`src/sv/jves_pkg.sv`:
```
package jves_pkg;

   localparam int LENGTH_BITS_DEFAULT = 16;
   localparam logic [7:0] MAX_DEPTH_RESET = 8'd128;

   // Characters that steer the scan
   localparam logic [7:0] CHAR_QUOTE     = 8'h22;
   localparam logic [7:0] CHAR_BACKSLASH = 8'h5C;
   localparam logic [7:0] CHAR_LBRACE    = 8'h7B;
   localparam logic [7:0] CHAR_LBRACKET  = 8'h5B;
   localparam logic [7:0] CHAR_RBRACE    = 8'h7D;
   localparam logic [7:0] CHAR_RBRACKET  = 8'h5D;
   localparam logic [7:0] CHAR_COMMA     = 8'h2C;
   localparam logic [7:0] CHAR_SPACE     = 8'h20;
   localparam logic [7:0] CHAR_TAB       = 8'h09;
   localparam logic [7:0] CHAR_LF        = 8'h0A;
   localparam logic [7:0] CHAR_CR        = 8'h0D;

   // Result status codes
   localparam logic [2:0] ST_FOUND = 3'd0;
   localparam logic [2:0] ST_EMPTY = 3'd1;
   localparam logic [2:0] ST_ENDED = 3'd2;
   localparam logic [2:0] ST_DEEP  = 3'd3;
   localparam logic [2:0] ST_LONG  = 3'd4;

   typedef struct packed {
      logic [7:0] data_byte;
      logic       first_byte;
      logic       last_byte;
   } req_type;

   typedef struct packed {
      logic [2:0]  status;
      logic [15:0] value_length;
   } rsp_type;

   typedef struct packed {
      logic    emit;
      rsp_type beat;
   } scan_result_type;

   function automatic logic is_open(input logic [7:0] c);
      return (c == CHAR_LBRACE) || (c == CHAR_LBRACKET);
   endfunction

   function automatic logic is_close(input logic [7:0] c);
      return (c == CHAR_RBRACE) || (c == CHAR_RBRACKET);
   endfunction

   function automatic logic ends_scalar(input logic [7:0] c);
      return (c == CHAR_COMMA) || is_close(c) || (c == CHAR_SPACE) || (c == CHAR_TAB) ||
             (c == CHAR_LF) || (c == CHAR_CR);
   endfunction

endpackage

```
`src/sv/json_value_extent_scanner.sv`:
```
// A beat accepted into the input register is taken from there by the scan step; the
//   result it ends with is loaded into the result register and shown on rsp_ ports.
// Throughput: one byte per cycle while the result register is not held by a stalled
//   consumer, with the scan step between the input register and the result register.
// Reset (synchronous, active high): scan goes idle, both registers empty,
//   max_depth returns to 128.
module json_value_extent_scanner #(
   parameter int LENGTH_BITS = jves_pkg::LENGTH_BITS_DEFAULT
) (
   input  logic              clock,
   input  logic              reset,
   // byte channel
   input  logic              req_valid,
   output logic              req_ready,
   input  jves_pkg::req_type req_beat,
   // result channel
   output logic              rsp_valid,
   input  logic              rsp_ready,
   output jves_pkg::rsp_type rsp_beat,
   // max_depth register
   input  logic              csr_write_enable,
   input  logic [7:0]        csr_write_data
);

   // Input register: holds one accepted byte until the scan step takes it.
   logic              in_valid_ff, in_valid_in;
   jves_pkg::req_type in_beat_ff;

   // Result register: parts the scan from a stalled consumer.
   logic              out_valid_ff, out_valid_in;
   jves_pkg::rsp_type out_beat_ff, out_beat_in;

   logic [7:0] max_depth_ff;

   logic                      step;
   jves_pkg::scan_result_type result;

   // Advance the step when a byte waits and the result register has room for
   // whatever that byte may produce (empty now, or emptied at this edge).
   assign step      = in_valid_ff && (!out_valid_ff || rsp_ready);
   // Take a new byte whenever the input register is empty or drains this cycle.
   assign req_ready = !in_valid_ff || step;

   assign in_valid_in = req_ready ? req_valid : in_valid_ff;

   always_comb begin
      out_valid_in = out_valid_ff;
      out_beat_in  = out_beat_ff;
      if (out_valid_ff && rsp_ready) begin
         out_valid_in = 1'b0;
      end
      // Load a fresh result; only bytes that end a scan produce one
      if (step && result.emit) begin
         out_valid_in = 1'b1;
         out_beat_in  = result.beat;
      end
   end

   jves_scan #(
      .LENGTH_BITS(LENGTH_BITS)
   ) u_scan (
      .clock    (clock),
      .reset    (reset),
      .step     (step),
      .item     (in_beat_ff),
      .max_depth(max_depth_ff),
      .result   (result)
   );

   always_ff @(posedge clock) begin
      if (reset) begin
         in_valid_ff  <= 1'b0;
         out_valid_ff <= 1'b0;
         max_depth_ff <= jves_pkg::MAX_DEPTH_RESET;
      end else begin
         in_valid_ff  <= in_valid_in;
         out_valid_ff <= out_valid_in;
         // The user must write it only while the scanner is quiet; the block does not enforce this
         if (csr_write_enable) begin
            max_depth_ff <= csr_write_data;
         end
      end
   end

   // Payload registers: no reset needed
   always_ff @(posedge clock) begin
      if (req_ready) begin
         in_beat_ff <= req_beat;
      end
      out_beat_ff <= out_beat_in;
   end

   assign rsp_valid = out_valid_ff;
   assign rsp_beat  = out_beat_ff;

endmodule

```
`src/sv/jves_scan.sv`:
```
module jves_scan #(
   parameter int LENGTH_BITS = jves_pkg::LENGTH_BITS_DEFAULT
) (
   input  logic                      clock,
   input  logic                      reset,
   input  logic                      step,
   input  jves_pkg::req_type         item,
   input  logic [7:0]                max_depth,
   output jves_pkg::scan_result_type result
);

   localparam logic [2:0] MODE_IDLE     = 3'd0;
   localparam logic [2:0] MODE_SCALAR   = 3'd1;
   localparam logic [2:0] MODE_STR      = 3'd2;
   localparam logic [2:0] MODE_STR_ESC  = 3'd3;
   localparam logic [2:0] MODE_CONT     = 3'd4;
   localparam logic [2:0] MODE_CONT_STR = 3'd5;
   localparam logic [2:0] MODE_CONT_ESC = 3'd6;

   localparam logic [LENGTH_BITS-1:0] COUNT_ONE = {{(LENGTH_BITS-1){1'b0}}, 1'b1};

   logic [2:0]             mode_ff,  mode_in;
   logic [7:0]             depth_ff, depth_in;
   logic [LENGTH_BITS-1:0] count_ff, count_in;

   always_comb begin
      logic [7:0]             c;
      logic                   done;
      logic [LENGTH_BITS-1:0] len;
      logic [2:0]             status;
      c        = item.data_byte;
      done     = 1'b0;
      len      = '0;
      status   = jves_pkg::ST_FOUND;
      mode_in  = mode_ff;
      depth_in = depth_ff;
      count_in = count_ff;

      if (item.first_byte) begin
         depth_in = '0;
         count_in = COUNT_ONE;
         if (c == jves_pkg::CHAR_QUOTE) begin
            mode_in = MODE_STR;
         end else if (jves_pkg::is_open(c)) begin
            if (max_depth == 8'd0) begin
               done   = 1'b1;
               status = jves_pkg::ST_DEEP;
            end else begin
               depth_in = 8'd1;
               mode_in  = MODE_CONT;
            end
         end else if (jves_pkg::ends_scalar(c)) begin
            done   = 1'b1;
            status = jves_pkg::ST_EMPTY;
         end else begin
            mode_in = MODE_SCALAR;
         end
      end else if (mode_ff == MODE_IDLE) begin
         // idle byte: dropped, last_byte with it
      end else if ((mode_ff == MODE_SCALAR) && jves_pkg::ends_scalar(c)) begin
         done   = 1'b1;
         status = jves_pkg::ST_FOUND;
         len    = count_ff;
      end else if (&count_ff) begin
         done   = 1'b1;
         status = jves_pkg::ST_LONG;
      end else begin
         count_in = count_ff + COUNT_ONE;
         case (mode_ff)
            MODE_SCALAR: begin
            end
            MODE_STR: begin
               if (c == jves_pkg::CHAR_BACKSLASH) begin
                  mode_in = MODE_STR_ESC;
               end else if (c == jves_pkg::CHAR_QUOTE) begin
                  done   = 1'b1;
                  status = jves_pkg::ST_FOUND;
                  len    = count_in;
               end
            end
            MODE_STR_ESC: begin
               mode_in = MODE_STR;
            end
            MODE_CONT: begin
               if (c == jves_pkg::CHAR_QUOTE) begin
                  mode_in = MODE_CONT_STR;
               end else if (jves_pkg::is_open(c)) begin
                  if (depth_ff >= max_depth) begin
                     done   = 1'b1;
                     status = jves_pkg::ST_DEEP;
                  end else begin
                     depth_in = depth_ff + 8'd1;
                  end
               end else if (jves_pkg::is_close(c)) begin
                  depth_in = depth_ff - 8'd1;
                  if (depth_in == 8'd0) begin
                     done   = 1'b1;
                     status = jves_pkg::ST_FOUND;
                     len    = count_in;
                  end
               end
            end
            MODE_CONT_STR: begin
               if (c == jves_pkg::CHAR_BACKSLASH) begin
                  mode_in = MODE_CONT_ESC;
               end else if (c == jves_pkg::CHAR_QUOTE) begin
                  mode_in = MODE_CONT;
               end
            end
            MODE_CONT_ESC: begin
               mode_in = MODE_CONT_STR;
            end
            default: begin
               mode_in = MODE_IDLE;
            end
         endcase
      end

      // text ran out with the value still open
      if (!done && item.last_byte && (mode_in != MODE_IDLE)) begin
         done = 1'b1;
         if (mode_in == MODE_SCALAR) begin
            status = jves_pkg::ST_FOUND;
            len    = count_in;
         end else begin
            status = jves_pkg::ST_ENDED;
         end
      end

      // a result closes the scan
      if (done || (mode_in == MODE_IDLE)) begin
         mode_in  = MODE_IDLE;
         depth_in = '0;
         count_in = '0;
      end

      result.emit              = done;
      result.beat.status       = status;
      result.beat.value_length = (status == jves_pkg::ST_FOUND) ? 16'(len) : 16'd0;
   end

   always_ff @(posedge clock) begin
      if (reset) begin
         mode_ff  <= MODE_IDLE;
         depth_ff <= '0;
         count_ff <= '0;
      end else if (step) begin
         mode_ff  <= mode_in;
         depth_ff <= depth_in;
         count_ff <= count_in;
      end
   end

endmodule

```
`config.mk`:
```
export PLATFORM = sky130hd
export DESIGN_NAME = json_value_extent_scanner
export DESIGN_NICKNAME = d
export VERILOG_FILES = /design/src/sv/jves_pkg.sv /design/src/sv/json_value_extent_scanner.sv /design/src/sv/jves_scan.sv
export SDC_FILE = /design/constraint.sdc
export NUM_CORES = 1
export LEC_CHECK = 0
export ABC_AREA = 1
export BUFFER_PORTS_ARGS = -buffer_cell sky130_fd_sc_hd__buf_2
export CAP_MARGIN = 5
export CORE_MARGIN = 1.5
export CORE_UTILIZATION = 60
export DETAILED_ROUTE_END_ITERATION = 12
export GPL_ROUTABILITY_DRIVEN = 0
export PLACE_DENSITY = 0.81
export REMOVE_ABC_BUFFERS = 1
export SLEW_MARGIN = 20
export SYNTH_ARGS = -nofsm -noshare
export SYNTH_HDL_FRONTEND = slang
export SYNTH_SLANG_ARGS = --single-unit
```
`constraint.sdc`:
```
create_clock -name clock -period 4.6 [get_ports clock]
set_input_delay 0.69 -clock clock [delete_from_list [all_inputs] [get_ports clock]]
set_output_delay 0.69 -clock clock [all_outputs]
set_load 0.005 [all_outputs]
```
== Word-level counts from Yosys, hierarchy flattened ==
Cells that the tools add are included.
Operators by class
  $add $sub $neg: 3
  $mul: 0
  divide/modulo/power cells: 0
  $lt $le $gt $ge: 1
  equal/unequal tests: 23
  shift operators: 0
  multiplexer cells: 78
  bitwise operators: 0
  reductions and logical operators: 30
Operator list (number)
  2-to-1 mux 16 bit: 17
  2-to-1 mux 8 bit: 12
  2-to-1 mux 3 bit: 22
  == test 8 x 7 -> 1 bit (second input constant): 5
  one-hot mux 16 bit (2 select lines): 1
  == test 8 x 4 -> 1 bit (second input constant): 3
  == test 8 x 6 -> 1 bit (second input constant): 3
  2-to-1 mux 1 bit: 20
  one-hot mux 3 bit (6 select lines): 1
  adder 16 x 1 -> 16 bit (second input constant): 1
  zero test 8 bit: 2
  AND reduction 16 bit: 1
  inequality test 3 bit (second input constant): 4
  logical OR 1 bit: 10
  == test 3 bit (second input constant): 3
  zero test 3 bit: 3
  adder 8 x 1 -> 8 bit (second input constant): 1
  greater-or-equal comparator 8 bit: 1
  2-to-1 mux 2 bit: 4
  AND reduction 8 bit: 1
  subtractor 8 x 1 -> 8 bit (second input constant): 1
  == test 3 x 1 -> 1 bit (second input constant): 2
  == test 3 x 2 -> 1 bit (second input constant): 2
  logical AND 1 bit: 6
  other kinds (6): 9
Storage, ports and cells
  flip-flop bits (word level): 66
  bits in latches: 0
  bits in writable memories: 0
  memory bits (read-only): 0
  input bits: 23
  output and inout bits: 21
  word-level logic and storage cells: 146
  memories: 0

== Logic depth before layout (Yosys ltp) ==
Gate-level depths: netlist of the first run.
  depth after elaboration: 18
  depth in mapped cells: 20
  depth with buffers taken out: 19

== Modules after synthesis ==
Synthesis of the first run repeated with hierarchy kept, for this count alone.
Second synthesis, totals
  cell total of the unflattened synthesis: 666
  area, all modules: 4605.7 um^2
By module, submodules not included
  jves_scan: instances 1, cells an instance 588, area each 3373.2 um^2, seq. area each 540.5 um^2
  json_value_extent_scanner: instances 1, cells an instance 78, area each 1232.4 um^2, seq. area each 1071.0 um^2

== Worst setup path before layout of the first run ==
OpenSTA, ideal clock, no wires.
  path kind: flip-flop to flip-flop
  start point: reg u_scan.count_ff[0]
  end point: reg out_beat_ff, in the netlist rsp_beat[0] (enable)
  setup time: 0.374 ns
  data arrival time: 2.263 ns
  data required time: 4.226 ns
  path slack: 1.963 ns
  stages on the path, launching flop included: 16
  path buffers: 0
  period minus slack after synthesis: 2.637 ns
  path through: dfxtp_1 ha_1 nand3_2 nor3_2 inv_2 nor2_4 nand2_1 nand3_2 nand2_2 nand2_2 nor2_4 nor2_8 nand2_4 inv_1 o21ai_0 inv_1
Between the ends
  longest elaborated chain between the ends: 10
  elaborated cells between the ends (all ways): 15
  classes of those cells: mux: 9; reduce/logical: 6
Ends and longest elaborated chain
  start: declaration: RTL line jves_scan.sv:24  | logic [LENGTH_BITS-1:0] count_ff, count_in;
  start signal: assignment: RTL line jves_scan.sv:150  | count_ff <= count_in;
  AND reduction 16 bit *: RTL line jves_scan.sv:64  | end else if (&count_ff) begin
  2-to-1 mux 1 bit: RTL line jves_scan.sv:64
  2-to-1 mux 1 bit: RTL line jves_scan.sv:60  | end else if ((mode_ff == MODE_SCALAR) && jves_pkg::ends_scalar(c)) begin
  2-to-1 mux 1 bit: RTL line jves_scan.sv:58  | end else if (mode_ff == MODE_IDLE) begin
  2-to-1 mux 1 bit: RTL line jves_scan.sv:39  | if (item.first_byte) begin
  zero test 1 bit: RTL line jves_scan.sv:120  | if (!done && item.last_byte && (mode_in != MODE_IDLE)) begin
  logical AND 1 bit (2 in a row): RTL line jves_scan.sv:120
  2-to-1 mux 1 bit *: RTL line jves_scan.sv:120
  logical AND 1 bit *: RTL line json_value_extent_scanner.sv:53  | if (step && result.emit) begin
  end signal: assignment: RTL line json_value_extent_scanner.sv:90  | out_beat_ff <= out_beat_in;
  end: declaration: RTL line json_value_extent_scanner.sv:31  | jves_pkg::rsp_type out_beat_ff, out_beat_in;
Mark *: on every way between the ends. The rest lies on a longest branch, timed or not.
A chain may end at the register's enable or synchronous reset.

== Worst setup path after layout of the first run ==
  start point: reg in_beat_ff[1] (netlist bit)
  end point: reg out_beat_ff, in the netlist rsp_beat[16] (enable)
Between the ends
  longest elaborated chain between the ends: 6
  elaborated cells between the ends (all ways): 8
  classes of those cells: mux: 3; reduce/logical: 5
Ends and longest elaborated chain
  start: declaration: RTL line json_value_extent_scanner.sv:27  | jves_pkg::req_type in_beat_ff;
  start signal: assignment: RTL line json_value_extent_scanner.sv:88  | in_beat_ff <= req_beat;
  2-to-1 mux 1 bit: RTL line jves_scan.sv:39
  zero test 1 bit: RTL line jves_scan.sv:120
  logical AND 1 bit (2 in a row): RTL line jves_scan.sv:120
  2-to-1 mux 1 bit *: RTL line jves_scan.sv:120
  logical AND 1 bit *: RTL line json_value_extent_scanner.sv:53
Marked as above.

==> metrics.md, run 1 <==
| Metric | Value |
|---|---|
| Status | `completed` |
| Static leakage | `2.18 nW` |
| Total global routing overflow | `0` |
| Proportion of netlist area held by the largest area contributor | `0.192` |
| Chip Height | `90.0 um` |
| Number of rows created at floorplan | `31` |
| Ports placed on the boundary | `44` |
| Largest incremental delay on the critical path | `roughly 0.65 ns` |
| Cell accounting for the most synthesized area | `sky130_fd_sc_hd__edfxtp_1` |
| Critical-path top delay cell | `sky130_fd_sc_hd__inv_1` |
| CTS max path bufs | `2` |
| Power per cell area | `267 nW/um2` |
| Final Net Count | `700` |
| Predominant post-synthesis flop cell | `sky130_fd_sc_hd__dfxtp_1` |
| Worst setup path class | `reg -> reg` |
| Area Growth Syn to Fin | `8.82%` |
| CP Max Fanout | `23` |
| Final non-filler cell total | `769` |
| DR WL/cell | `14.5 um` |
| Routing usage on met3 | `0.0668` |
| Setup crit end kind | `flip-flop` |
| Initial DRC count | `411` |
| Insertion delay of the later-clocked pin in the worst-skew pair | `approximately 0.36 ns` |
| Max transition margin | `0.441` |
| Number of pins exceeding their max-slew limit in the final report | `0` |
| Count of buffering cells on the critical path with inverters included | `4` |
| Count of TritonRoute iterations in the first routing pass | `5` |
| Number of clock buffers inserted by TritonCTS | `9` |
| Overall track demand over capacity in global routing | `0.286` |
| Share of post-route cells with drive strength above 1 | `0.176` |
| Grt met2 use | `0.446` |
| Worst slew pin tran | `0.838 ns` |
| Most used standard cell by instance count after synthesis | `sky130_fd_sc_hd__nand2_1` |
| Post-CTS Setup Inserts | `0` |
| Cell-by-cell trace of the critical path | `inv_1, nor2_1, nand3_1, nand2_1, inv_1, nand2_2, nor2_4, nor2_8, nand2_4, inv_1, o21ai_0, inv_1` |
| Std-Cell Core Area | `~7300 um2` |
| Vias in the first global route | `3993` |
| Number of clock sinks | `66` |
| Max Freq | `295 MHz` |
| Synthesized area divided by synthesized cell count | `around 7 um2` |
| Vias after detailed routing | `4394` |
| Number of antenna-violating nets in the routed design | `0` |
| Class of the worst hold path | `reg -> reg` |
| CP dominant cell by count | `sky130_fd_sc_hd__inv_1` |
| Count of input and output buffers | `43` |
| Global Route met1 Usage | `0.389` |
| Die area | `slightly above 8000 um2` |
| Initial antenna violation count | `0` |
| Highest ir drop seen on vdd | `0.162 mV` |
| CP Data Arrival Time | `3.37 ns` |
| Count of different cell masters after synthesis | `47` |
| Dpl cells | `753` |
| Top cells by area, synth | `sky130_fd_sc_hd__edfxtp_1 19%, sky130_fd_sc_hd__dfxtp_1 16%, sky130_fd_sc_hd__nand2_1 12%` |
| Dominant delay contributor by cell family on the critical path | `buffers and inverters` |
| Max Clock Skew | `about 0.011 ns` |
| Root buffer cell | `sky130_fd_sc_hd__clkbuf_8` |
| Average vias per placed instance | `5.71` |
| H-tree level count | `3` |
| Max-cap violations | `0` |
| Data required time of the worst path | `4.58 ns` |
| Fraction of the yosys area taken by sequential cells | `0.355` |
| Post-CTS Resized | `0` |
| Post-detailed-route DRC marker count | `0` |
| Number of synthesized flops with an enable pin | `29` |
| Final TNS setup | `0 ns` |
| Initial cell density of the core | `0.623` |
| Highest-utilization routing layer at the global route stage | `met2` |
| Register clock-pin slew on the reported worst setup and hold paths | `0.07 ns` |
| Count of state elements after synthesis | `66` |
| Unrepaired setup endpoints after global routing | `no` |
| YS warnings | `0` |
| Tcrit/Tclk final | `0.738` |
| Global-route wire length before repair | `18800 um` |
| Post-synthesis instance total | `between 600 and 700` |
| # fillers | `roughly 660` |
| CTS hold repair buffers | `0` |
| Clock period minus worst slack | `3.39 ns` |
| Total count of hold-check failures in the final report | `0` |
| Crit start category | `flip-flop` |
| Total half-perimeter wirelength after legalization and detailed placement | `approximately 7800 um` |
| Number of endpoints failing setup at the final stage | `0` |
| Leading post-synthesis cells by instance count | `151 x sky130_fd_sc_hd__nand2_1, 81 x sky130_fd_sc_hd__inv_1, 64 x sky130_fd_sc_hd__nor2_1` |
| Clock tree from TritonCTS | `done` |
| Area of the mapped netlist | `4540 um2` |
| Largest net degree at the start of global routing | `24` |
| Total length of routed wires | `11200 um` |
| Horizontal extent of the die | `90.0 um` |
| Share of flip-flops with an asynchronous set or reset | `0` |
| Number of diodes added for antenna fixing | `0` |
==> flip-flops by register name, summed over array words and instances, names as in the netlist <==
name	flops
u_scan.count_ff	16
in_valid_ff	1
in_beat_ff	10
rsp_beat	19
max_depth_ff	8
u_scan.mode_ff	3
u_scan.depth_ff	8
rsp_valid	1
==> cell type report <==
class / count / area (um2) / share of cell area
clock buffers: 10 / 128 / 0.0258
clock inverters: 6 / 57.6 / 0.0117
inverters: 86 / 325 / 0.0659
multi-input cells: 458 / 2470 / 0.500
flip-flops and latches: 66 / 1610 / 0.326
well taps: 99 / 124 / 0.0251
repair buffers: 44 / 223 / 0.0451
==> tightest hold or removal path, cell delays in order, from the launching register on <==
cell	delay, ns
sky130_fd_sc_hd__dfxtp_1	0.30
sky130_fd_sc_hd__inv_1	0.08
sky130_fd_sc_hd__a21oi_1	0.07
==> through the flow <==
stage / total power [mW] / setup slack, ns / util / area [um2] / hold WS (ns)
finish: 1.32 / 1.21 / 0.677 / 4940 / 0.499
global route: 1.38 / 0.934 / 0.677 / 4940 / 0.499
floorplan: 0.792 / 1.93 / - / 4410 / 0.454
global placement: 0.839 / 1.45 / 0.652 / 4750 / 0.479
detailed placement: 0.847 / 1.27 / 0.652 / 4750 / 0.490
CTS: 1.32 / 1.24 / 0.677 / 4940 / 0.502
==> power breakdown <==
part	leakage, nW	internal [mW]	total [mW]	switching (mW)
clock	0.0958	0.246	0.480	0.233
combinational	1.50	0.0640	0.188	0.124
sequential	0.579	0.632	0.651	0.0198
==> per-layer routing <==
metal  wire, um  up-vias
li1           -     2140
met1       4820     1992
met2       5100      224
met3        988       38
met4        242        0
met5          0        -
==> placed cells by master (no fill, tap or decap), types with 4 or more instances in the layout <==
master and count:
sky130_fd_sc_hd__clkinv_2 4, sky130_fd_sc_hd__ha_1 12, sky130_fd_sc_hd__edfxtp_1 29, sky130_fd_sc_hd__nand2_2 15, sky130_fd_sc_hd__a21oi_2 12, sky130_fd_sc_hd__xor2_1 9, sky130_fd_sc_hd__nand2_1 151, sky130_fd_sc_hd__nand3_2 4
sky130_fd_sc_hd__nor2_2 5, sky130_fd_sc_hd__a21oi_1 46, sky130_fd_sc_hd__nor2_1 64, sky130_fd_sc_hd__inv_1 81, sky130_fd_sc_hd__nand4_1 9, sky130_fd_sc_hd__clkbuf_8 9, sky130_fd_sc_hd__xnor2_1 4, sky130_fd_sc_hd__nand3_1 39
sky130_fd_sc_hd__o21ai_0 33, sky130_fd_sc_hd__nor2_4 5, sky130_fd_sc_hd__dfxtp_1 37, sky130_fd_sc_hd__o22ai_1 12, sky130_fd_sc_hd__buf_2 43, sky130_fd_sc_hd__nor3_1 5
==> path summary, 6_finish.rpt <==
kind | cells past startpoint | end | startpoint | slack, ns
worst max-delay path | 12 | rsp_beat[16] | in_beat_ff[1] | 1.21
worst min-delay path | 2 | max_depth_ff[3] | max_depth_ff[3] | 0.50
worst max register to register | 12 | rsp_beat[16] | in_beat_ff[1] | 1.21
worst min register to register | 2 | max_depth_ff[3] | max_depth_ff[3] | 0.50
==> cells by family after synthesis <==
logic type                 share of synthesized area
AOI/OAI and AO/OA                              0.158
and+or+nand+nor                                0.329
buffers and inverters                          0.101
xor gates and xnor gates                      0.0251
DFF                                            0.355
adders and majority gates                     0.0331
Power figures use the tool's default switching activity.
==> run 2, diff against run 1 <==
- CORE_UTILIZATION: 60 -> 54
- PLACE_DENSITY: 0.81 -> 0.77
- clock period: 4.6 -> 3 ns (I/O delays scaled with it)
==> run 2 against run 1 <==
Compared with the run above: count of clock-buffer cells in the layout rose by 1; register-to-register slack lost 0.95 ns; global-route usage down 2.8 points; sequential power increased by 53%; hold slack got worse by 0.22 ns; final cell count grew 2.2%; critical endpoint is now rsp_beat[15].
==> metrics.md, run 2 (synthesis gave the netlist of run 1 again) <==
| Metric | Value |
|---|---|
| Status | `completed` |
| Initial antenna violation count | `0` |
| Total length of routed wires | `10700 um` |
| CP dominant cell by count | `sky130_fd_sc_hd__nand2_1` |
| Final TNS setup | `0 ns` |
| Static leakage | `2.25 nW` |
| Most common library cell in the layout ignoring fill and taps | `sky130_fd_sc_hd__nand2_1` |
| Chip Height | `approximately 95 um` |
| Ports placed on the boundary | `44` |
| Post-detailed-route DRC marker count | `0` |
| Initial DRC count | `472` |
| Total global routing overflow | `0` |
| CTS hold repair buffers | `0` |
| CTS max path bufs | `2` |
| Initial cell density of the core | `0.555` |
| Number of endpoints failing setup at the final stage | `0` |
| Setup crit end kind | `flip-flop` |
| Number of antenna-violating nets in the routed design | `0` |
| Register clock-pin slew on the reported worst setup and hold paths | `0.07 ns` |
| Largest register FFs | `19` |
| Clock period minus worst slack | `~2.7 ns` |
| Worst setup path class | `reg -> reg` |
| Register area | `1610 um2` |
| # fillers | `between 700 and 800` |
| Count of TritonRoute iterations in the first routing pass | `5` |
| Total half-perimeter wirelength after legalization and detailed placement | `slightly below 8000 um` |
| End-of-flow core utilization | `0.616` |
| Max Clock Skew | `between 0.007 and 0.008 ns` |
| Power per cell area | `388 nW/um2` |
| Global-route wire length before repair | `roughly 18000 um` |
| Final Net Count | `about 700` |
| Crit start category | `flip-flop` |
| Count of input and output buffers | `43` |
| Number of pins exceeding their max-slew limit in the final report | `0` |
| Count of buffering cells on the critical path with inverters included | `4` |
| Dominant delay contributor by cell family on the critical path | `simple AND/OR/NAND/NOR gates` |
| Cell-by-cell trace of the critical path | `inv_1, ha_1, xnor2_1, nand2_1, nor2_1, nand2_1, nor2_1, nand2_1, nand4_1, nand2_1, nand2_1, nor2_8, nand2_4, inv_1, o21ai_0, inv_1, buf_6` |
| Hold Worst Slack | `0.278 ns` |
| Minimum setup slack in the final design | `about 0.25 ns` |
| Worst slew pin tran | `0.523 ns` |
| Data required time of the worst path | `around 3.1 ns` |
| Number of diodes added for antenna fixing | `0` |
| Insertion delay of the later-clocked pin in the worst-skew pair | `0.35 ns` |
| Total chip power | `just under 2 mW` |
| Highest ir drop seen on vdd | `about 0.28 mV` |
| Overall track demand over capacity in global routing | `0.258` |
| Std-Cell Core Area | `8180 um2` |
| Clock tree from TritonCTS | `done` |
| Share of post-route cells with drive strength above 1 | `0.189` |
| H-tree level count | `3` |
| Max-cap violations | `0` |
| CP Max Fanout | `19` |
| Critical-path top delay cell | `sky130_fd_sc_hd__dfxtp_1` |
| Total count of hold-check failures in the final report | `0` |
| Max Freq | `364 MHz` |
| Vias in the first global route | `4017` |
| Post-CTS Setup Inserts | `0` |
| Vias after detailed routing | `approximately 4300` |
| Root buffer cell | `sky130_fd_sc_hd__clkbuf_8` |
| Number of rows created at floorplan | `33` |
| Area Growth Syn to Fin | `10.9%` |
| CP Data Arrival Time | `2.84 ns` |
| Average vias per placed instance | `roughly 5.5` |
| Class of the worst hold path | `in -> reg` |
| Max transition margin | `0.651` |
| Area of combinational cells with multiple inputs | `2480 um2` |
| Horizontal extent of the die | `94.7 um` |
| Unrepaired setup endpoints after global routing | `no` |
| Tcrit/Tclk final | `0.915` |
| Worst setup timing slack at the placement stage | `0.205 ns` |
| DR WL/cell | `13.6 um` |
| Largest incremental delay on the critical path | `roughly 0.42 ns` |
| Slack of the worst reg-to-reg path | `0.25 ns` |
| Number of clock buffers inserted by TritonCTS | `9` |
| Number of clock sinks | `66` |
| Largest net degree at the start of global routing | `23` |
| Most used cells in the layout excluding fill and tap cells | `151 x sky130_fd_sc_hd__nand2_1, 81 x sky130_fd_sc_hd__inv_1, 64 x sky130_fd_sc_hd__nor2_1, 46 x sky130_fd_sc_hd__a21oi_1, 43 x sky130_fd_sc_hd__buf_2` |
| Die area | `~9000 um2` |
## run 2: cell types whose count changed in the layout (fill, tap and decap cells not counted), sizes merged
cell and delta:
buf +12, bufinv -1, clkbuf +1, clkinvlp -1
## run 2: final timing paths
path,start,endpoint,depth (start not counted)
worst max-delay path,u_scan.depth_ff[0],rsp_beat[15],17
worst min register to register,max_depth_ff[6],max_depth_ff[6],2
worst max register to register,u_scan.depth_ff[0],rsp_beat[15],17
worst min-delay path,req_beat[6],in_beat_ff[6],1
## run 2: layout make-up
type                            count  area share
Clock inverter                      4     0.00348
Clock buffer                       11      0.0301
Timing Repair Buffer               56      0.0629
Multi-Input combinational cell    458       0.493
Sequential cell                    66       0.320
Tap cell                          105      0.0261
Inverter                           86      0.0646
## run 2: metrics by stage
step,instances,cell area [um2]
after floorplan,610,4410
after detailed placement,771,4850
after global placement,771,4850
after global routing,786,5030
after CTS,786,5020
final,786,5030
## run 2: power breakdown
part / switching [mW] / internal (mW) / total (mW)
logic: 0.195 / 0.106 / 0.301
registers: 0.0245 / 0.969 / 0.993
clock network: 0.326 / 0.332 / 0.658
total: 0.545 / 1.41 / 1.95
## run 2: what timing repair did
action,in CTS,in global routing
gates resized for setup,0,3
endpoints found under the setup margin,0,19
hold endpoints to repair,0,0
## run 2: layer usage
layer | vias to the layer above | GRT usage | routed length (um)
met2 | 196 | 0.405 | 4710
met3 | 31 | 0.0515 | 825
met4 | 0 | 0.132 | 271
met5 | - | 0 | 0
li1 | 2166 | - | -
met1 | 1943 | 0.335 | 4900
## run 2: worst register-to-register path, cell delays in order, from the launching register on
cell and delay [ns]:
sky130_fd_sc_hd__dfxtp_1 0.42, sky130_fd_sc_hd__inv_1 0.16, sky130_fd_sc_hd__ha_1 0.31, sky130_fd_sc_hd__xnor2_1 0.17, sky130_fd_sc_hd__nand2_1 0.09, sky130_fd_sc_hd__nor2_1 0.11
sky130_fd_sc_hd__nand2_1 0.05, sky130_fd_sc_hd__nor2_1 0.08, sky130_fd_sc_hd__nand2_1 0.08, sky130_fd_sc_hd__nand4_1 0.07, sky130_fd_sc_hd__nand2_1 0.05, sky130_fd_sc_hd__nand2_1 0.17
sky130_fd_sc_hd__nor2_8 0.08, sky130_fd_sc_hd__nand2_4 0.10, sky130_fd_sc_hd__inv_1 0.04, sky130_fd_sc_hd__o21ai_0 0.25, sky130_fd_sc_hd__inv_1 0.09, sky130_fd_sc_hd__buf_6 0.18
